### config.mk
export PLATFORM = sky130hd
export DESIGN_NAME = sau_ram
export DESIGN_NICKNAME = d
export VERILOG_FILES = /design/src/hw/rtl/sau_ram.sv
export SDC_FILE = /design/constraint.sdc
export NUM_CORES = 1
export LEC_CHECK = 0
export ABC_CLOCK_PERIOD_IN_PS = 4600
export BUFFER_PORTS_ARGS = -buffer_cell sky130_fd_sc_hd__clkbuf_2
export CAP_MARGIN = 25
export CELL_PAD_IN_SITES_DETAIL_PLACEMENT = 0
export CELL_PAD_IN_SITES_GLOBAL_PLACEMENT = 1
export CORE_MARGIN = 8
export CORE_UTILIZATION = 50
export DETAILED_ROUTE_END_ITERATION = 16
export PLACE_DENSITY = 0.73
export SLEW_MARGIN = 15
export SYNTH_ARGS = -nofsm -noshare
export SYNTH_HDL_FRONTEND = slang
export SYNTH_SLANG_ARGS = --single-unit
### constraint.sdc
create_clock -name clock -period 4.6 [get_ports clock]
set_input_delay 0.46 -clock clock [delete_from_list [all_inputs] [get_ports clock]]
set_output_delay 0.46 -clock clock [all_outputs]
set_load 0.02 [all_outputs]
### src/hw/rtl/sau_ram.sv
// Generic simple dual-port RAM with one write port and one registered read port.
`timescale 1ns / 1ps

module sau_ram #(
   parameter int WIDTH = 8,
   parameter int DEPTH = 16
) (
   input  logic                     clock,
   input  logic                     wr_en,
   input  logic [$clog2(DEPTH)-1:0] wr_addr,
   input  logic [WIDTH-1:0]         wr_data,
   input  logic                     rd_en,
   input  logic [$clog2(DEPTH)-1:0] rd_addr,
   output logic [WIDTH-1:0]         rd_data
);

   logic [WIDTH-1:0] mem_ff [DEPTH];
   logic [WIDTH-1:0] rd_data_ff;

   always_ff @(posedge clock) begin
      if (wr_en) begin
         mem_ff[wr_addr] <= wr_data;
      end
      if (rd_en) begin
         rd_data_ff <= mem_ff[rd_addr];
      end
   end

   assign rd_data = rd_data_ff;

endmodule

==> results.md, run 1 <==
* Status: completed
* Final net count at 286
* Worst clock skew at 0.005870 ns
* Routed WL at 10050 um
* Starting utilization of the core area at 51.09%
* Combinational fraction of design power at 4.6%
* Post-CTS Repair Setup Buffers at 0
* Setup Crit Path Kind: primary input to flop
* Fraction of power consumed by the clock network at 44.2%
* Most area-consuming cells after synthesis: edfxtp_1 (78%), mux4_2 (7.8%), mux4_1 (7.0%)
* Area grow syn2layout at 15.06%
* Placed standard-cell area at 0.005472 mm^2
* Cell count after synthesis at 229
* Insertion delay of the later-clocked pin in the worst-skew pair at 0.51 ns
* Quantity of I/O buffers inserted on ports at 26
* Synth Cell Area at 0.005228 mm^2
* Number of DRC violations after detailed-routing iteration 0 at 225
* Power dissipated by switching net loads at 545.4 uW
* Detail-routed net length per standard cell at 24.22 um
* Setup ws final at 2.537 ns
* CTS Buf Count at 17
* Die width at 118.3 um
* Number of antenna violations at the first check in global routing at 0
* Post-route fraction of the period consumed by the critical path at 44.86%
* Actual slew at the worst max-slew pin at 1.065 ns
* Minimum setup slack after placement at 1.987 ns
* Yosys warning count at 0
* ANT cells at 0
* RSZ-0062 raised after global routing: false
* Final setup violation count at 0
* Worst endpoint required time at 4.85 ns
* Internal Dissipation at 2.200 mW
* Startpoint type of the worst setup path: primary input
* Share of the synthesized area in the top cell type at 78.12%
* Clock tree from TritonCTS: done
* Number of sinks handled by clock tree synthesis at 136
* First drt pass iteration count at 4
* CP cell instances: clkbuf_2, buf_4, mux4_1, a22oi_1, nand2_1
* Remaining routing DRC violations at 0
* Post-synthesis net count at 248
* Largest stage delay on the critical path at 0.63 ns
* Final Instance Area at 0.006015 mm^2
* CP delay by family, top: buffers and inverters
* Count of hold buffers inserted by post-cts repair at 0
* Portion of the post-synthesis area used by sequential elements at 78.12%
* Hold violation total from the final report at 0
* Seq pwr share at 51.1%
* Worst min-delay path category: primary input to flop
* Wire length of the first global-routing pass at 15300 um
* Max Cap Viol at 0
* Die ar. at 0.01398 mm^2
* Crit path buffers/inverters at 2
* Standard cell core area at 0.01023 mm^2
* CTS Root Buffer Type: clkbuf_8
* Highest net fanout along the worst path at 19
* Static power due to leakage at 1.991 nW
* Endpoint kind of the worst setup timing path: flop
* Maximum number of pins on one net before global-route repair at 33
* Vias in the first global route at 2460
* Total vias in the final route at 2400
* Number of top-level pins at 27
* Register clock-pin slew on the reported worst setup and hold paths at 0.06 ns
* Worst hold margin at 0.3676 ns
* Die Y at 118.3 um
* Number of placement rows at 37
* Depth of the CTS H-tree at 4
* Relative max-transition margin at 28.74%
* Post-synth cell types at 18
* Post-Synthesis Mean Instance Area at 22.83 um^2
* Data arrival time of the critical path at 2.31 ns
* Max Buffers Root-to-Sink at 2
* Post-synth top area cell: edfxtp_1
* Via density per instance at 5.783
* Pins Over Slew Limit at 0
* Max IR drop VDD at 222.8 uV
* Fraction of final layout cells sized beyond drive strength 1 at 27.24%
* Half-perimeter wire length after placement at 6108 um
* Sum of overflow across all layers after global routing at 0
* Power density over the cells at 456.5 mW/mm^2
* Switching part of the total power at 19.86%
* Crit path time final at 2.063 ns
* Highest achievable clock rate at 0.4846 GHz
* Final weighted congestion of routability-driven global placement at 0.6971
* Cell with the biggest individual delay on the critical path: mux4_1
* Remaining antenna violation count after routing at 0
* Flip-flop and latch count after synthesis at 136
* Post-cts sizing count at 0
* Sum of negative setup slack at 0 ns
* Overall routing resource usage at 15.12%
state kept, by name, indices dropped and copies added, names as in the netlist:
name / flops
rd_data: 8
mem_ff: 128
cells by family after synthesis:
family,Yosys count,share of synthesized area (%)
flip-flops,136,78.12
AO/OA/AOI/OAI,16,2.298
multiplexers,32,14.79
AND/OR/NAND/NOR,35,3.136
buffers and inverters,10,1.651
routing by layer:
layer | share of wire, % | wire length [um] | vias up | GRT usage [%]
li1 | - | - | 1059 | -
met4 | 1.6 | 163 | 0 | 7.366
met1 | 45 | 4530 | 1267 | 19.79
met3 | 4.8 | 485 | 12 | 4.569
met5 | 0 | 0 | - | 0
met2 | 48 | 4874 | 62 | 22.70
layout by cell type, fill, tap and decap left out, drive strengths merged:
cell | netlist | layout
a22oi | 16 | 16
nand2 | 9 | 9
buf | 7 | 3
nor3 | 4 | 4
bufinv | 0 | 2
clkbuf | 0 | 45
or3b | 1 | 1
clkinvlp | 0 | 2
nand3 | 1 | 1
nor2b | 1 | 1
nand2b | 2 | 2
mux4 | 32 | 32
nand3b | 2 | 2
and2 | 1 | 1
and2b | 1 | 1
clkinv | 0 | 8
nor2 | 13 | 13
edfxtp | 136 | 136
synth_stat cells (all sizes together):
cell type	n
a22oi	16
and2	1
and2b	1
buf	7
clkdlybuf4s25	3
edfxtp	136
mux4	32
nand2	9
nand2b	2
nand3	1
nand3b	2
nor2	13
nor2b	1
nor3	4
or3b	1
path summary, 6_finish.rpt:
kind	startpoint	to	slack, ns	cells past startpoint
setup / recovery	rd_addr[0]	rd_data[0]	2.54	5
hold / removal	rd_en	rd_data[3]	0.37	1
setup reg to reg	mem_ff[9][6]	rd_data[6]	3.10	3
hold reg to reg	mem_ff[12][5]	rd_data[5]	0.75	3
power by group through the flow:
stage                     clock network [mW]  logic, mW  registers [mW]
final                                   1.21      0.127            1.40
after global routing                    1.28      0.138            1.41
after CTS                               1.23      0.128            1.41
after detailed placement                   0      0.128            1.43
after global placement                     0      0.125            1.43
after floorplan                            0     0.0705            1.44
final cells by class:
class	instances	area, um^2
multi-input cells	83	1072
clock buffers	19	421.7
clock inverters	12	110.1
flip-flops and latches	136	4084
fillers	737	4217
repair buffers	29	156.4
well taps	136	170.2
through the flow:
stage | std cells | total power, mW | utilization (%)
after floorplan | 229 | 1.506 | -
after global placement | 383 | 1.554 | 53.43
after detailed placement | 383 | 1.558 | 53.48
after CTS | 414 | 2.764 | 58.68
after global routing | 415 | 2.828 | 58.79
final | 415 | 2.746 | 58.79
Power figures use the tool's default switching activity.
==> run 2: changes to the inputs <==
- ABC_CLOCK_PERIOD_IN_PS: 4600 -> 1700
- CORE_UTILIZATION: 50 -> 48
- clock period: 4.6 -> 1.7 ns (I/O delays scaled with it)
==> results.md, run 2 (synthesis gave the netlist of run 1 again) <==
* Register clock-pin slew on the reported worst setup and hold paths at 0.06 ns (about the same)
* Largest stage delay on the critical path at 0.50 ns (-0.13 ns)
* Post-cts sizing count at 0 (unchanged)
* Most frequent standard cell in the layout excluding fill and tap cells: edfxtp_1
* Highest net fanout along the worst path at 1 (-18)
* Detail-routed net length per standard cell at 21.58 um (-11%)
* Final weighted congestion of routability-driven global placement at 0.6941 (-0.43%)
* Overall routing resource usage at 14.18% (-0.94 points)
* Count of hold buffers inserted by post-cts repair at 0 (unchanged)
* RSZ-0062 raised after global routing: false
* Register name with the most flops: mem_ff
* Data arrival time of the critical path at 1.82 ns (-0.49 ns)
* Total vias in the final route at 2412 (+0.50%)
* Overall power after layout at 7.594 mW (+180%)
* Post-CTS Repair Setup Buffers at 0 (unchanged)
* Final setup violation count at 0 (unchanged)
* Largest register FFs at 128 (unchanged)
* Worst endpoint required time at 1.94 ns (-2.91 ns)
* Remaining routing DRC violations at 0 (unchanged)
* Minimum setup slack after placement at -0.009981 ns (-1.997 ns)
* CP cell instances: mux4_1, a22oi_1, nand2_1
* Via density per instance at 5.494 (-5.0%)
* ANT cells at 0 (unchanged)
* Highest achievable clock rate at 0.6325 GHz
* Post-route fraction of the period consumed by the critical path at 93.01%
* Leading cell types in the layout, fill and taps excluded: edfxtp_1 (136), clkbuf_2 (26), buf_4 (19), mux4_2 (18)
* Static power due to leakage at 2.116 nW (+6.3%)
* Status: completed
* Setup Crit Path Kind: flop to flop
* Pins Over Slew Limit at 0 (unchanged)
* Clock tree from TritonCTS: done
* Depth of the CTS H-tree at 4 (unchanged)
* Standard cell core area at 0.01075 mm^2 (+5.0%)
* Fraction of final layout cells sized beyond drive strength 1 at 30.77% (+3.5 points)
* Non-Filler Instances at 439 (+5.8%)
* Vias in the first global route at 2632 (+7.0%)
* Final net count at 305 (+6.6%)
* Max Buffers Root-to-Sink at 2 (unchanged)
* Worst min-delay path category: primary input to flop
* Number of placement rows at 38 (+2.7%)
* Number of top-level pins at 27 (unchanged)
* Endpoint kind of the worst setup timing path: flop
* Starting utilization of the core area at 48.65% (-2.4 points)
* Cell with the biggest individual delay on the critical path: mux4_1
* Die width at 120.4 um (+1.8%)
* Die Y at 120.4 um (+1.8%)
* Wire length of the first global-routing pass at 14790 um (-3.4%)
* Sum of overflow across all layers after global routing at 0 (unchanged)
* Actual slew at the worst max-slew pin at 0.3638 ns (-0.7012 ns)
* Total placed cells including tap cells at 407 (+6.3%)
* Max IR drop VDD at 497.4 uV (+120%)
* Die ar. at 0.01449 mm^2 (+3.6%)
* Crit path time final at 1.581 ns
* Half-perimeter wire length after placement at 6167 um (+0.96%)
* Number of sinks handled by clock tree synthesis at 136 (unchanged)
* Relative max-transition margin at 75.75% (+47 points)
* Setup ws final at 0.1189 ns (-2.418 ns)
* First drt pass iteration count at 4 (unchanged)
* Number of antenna violations at the first check in global routing at 0 (unchanged)
* Number of DRC violations after detailed-routing iteration 0 at 180 (-20%)
* Startpoint type of the worst setup path: flop
* Hold violation total from the final report at 0 (unchanged)
* Routed WL at 9474 um (-5.8%)
* Max Cap Viol at 0 (unchanged)
* Area grow syn2layout at 18.74%
* Quantity of I/O buffers inserted on ports at 26 (unchanged)
* Maximum number of pins on one net before global-route repair at 33 (unchanged)
* Remaining antenna violation count after routing at 0 (unchanged)
* Power density over the cells at 1223 mW/mm^2 (+170%)
* CTS Root Buffer Type: clkbuf_8
* Count of filler cells inserted in the layout at 801 (+8.7%)
* Worst clock skew at 0.008408 ns (+0.002538 ns)
* Insertion delay of the later-clocked pin in the worst-skew pair at 0.51 ns (about the same)
* CTS Buf Count at 17 (unchanged)
## run 2: cell count changes in the layout (fill, tap and decap cells not counted)
cell,previous run,this run
buf_12,0,3
buf_4,2,19
buf_6,1,0
bufinv_16,2,3
clkbuf_1,2,3
clkinvlp_4,2,1
nor3_1,1,4
nor3_2,3,0
## run 2: power by group
group,switching [mW],internal [mW]
clock,1.23,2.20
sequential,0.0213,3.78
combinational,0.204,0.155
## run 2: layer usage
layer | vias to the layer above | share of wire [%] | GRT usage [%]
met5 | - | 0 | 0
met4 | 0 | 0.84 | 6.011
met3 | 5 | 4.3 | 4.709
met2 | 54 | 51 | 22.30
met1 | 1263 | 44 | 17.74
li1 | 1090 | - | -
## run 2: final timing paths
kind / depth (start not counted) / slack (ns) / startpoint / endpoint
max reg2reg: 3 / 0.12 / mem_ff[0][0] / rd_data[0]
min reg2reg: 3 / 0.75 / mem_ff[6][7] / rd_data[7]
min: 1 / 0.08 / wr_data[2] / mem_ff[13][2]
max: 3 / 0.12 / mem_ff[0][0] / rd_data[0]
## run 2: area by class of cell
class | instances | area, um^2 | area share (%)
multi-input cells | 83 | 1057 | 17.03
repair buffers | 48 | 332.8 | 5.362
clock inverters | 12 | 132.6 | 2.137
clock buffers | 20 | 425.4 | 6.853
flip-flops and latches | 136 | 4084 | 65.79
well taps | 140 | 175.2 | 2.822
## run 2: through the flow
stage	hold WS, ns	utilization, %	area [um^2]	setup TNS, ns
final	0.07938	57.77	6207	0
after detailed placement	0.6051	52.57	5649	-0.009981
after global placement	0.5858	52.57	5649	-0.004972
after floorplan	0.2689	-	5228	0
after CTS	0.06124	57.77	6207	0
after global routing	0.08488	57.77	6207	0
## run 2: critical path, delay by kind of cell (launching register included)
family	cells	cell delay, ns
and+or+nand+nor	1	0.11
DFF	1	0.39
AOI/OAI and AO/OA	1	0.31
muxes	1	0.50
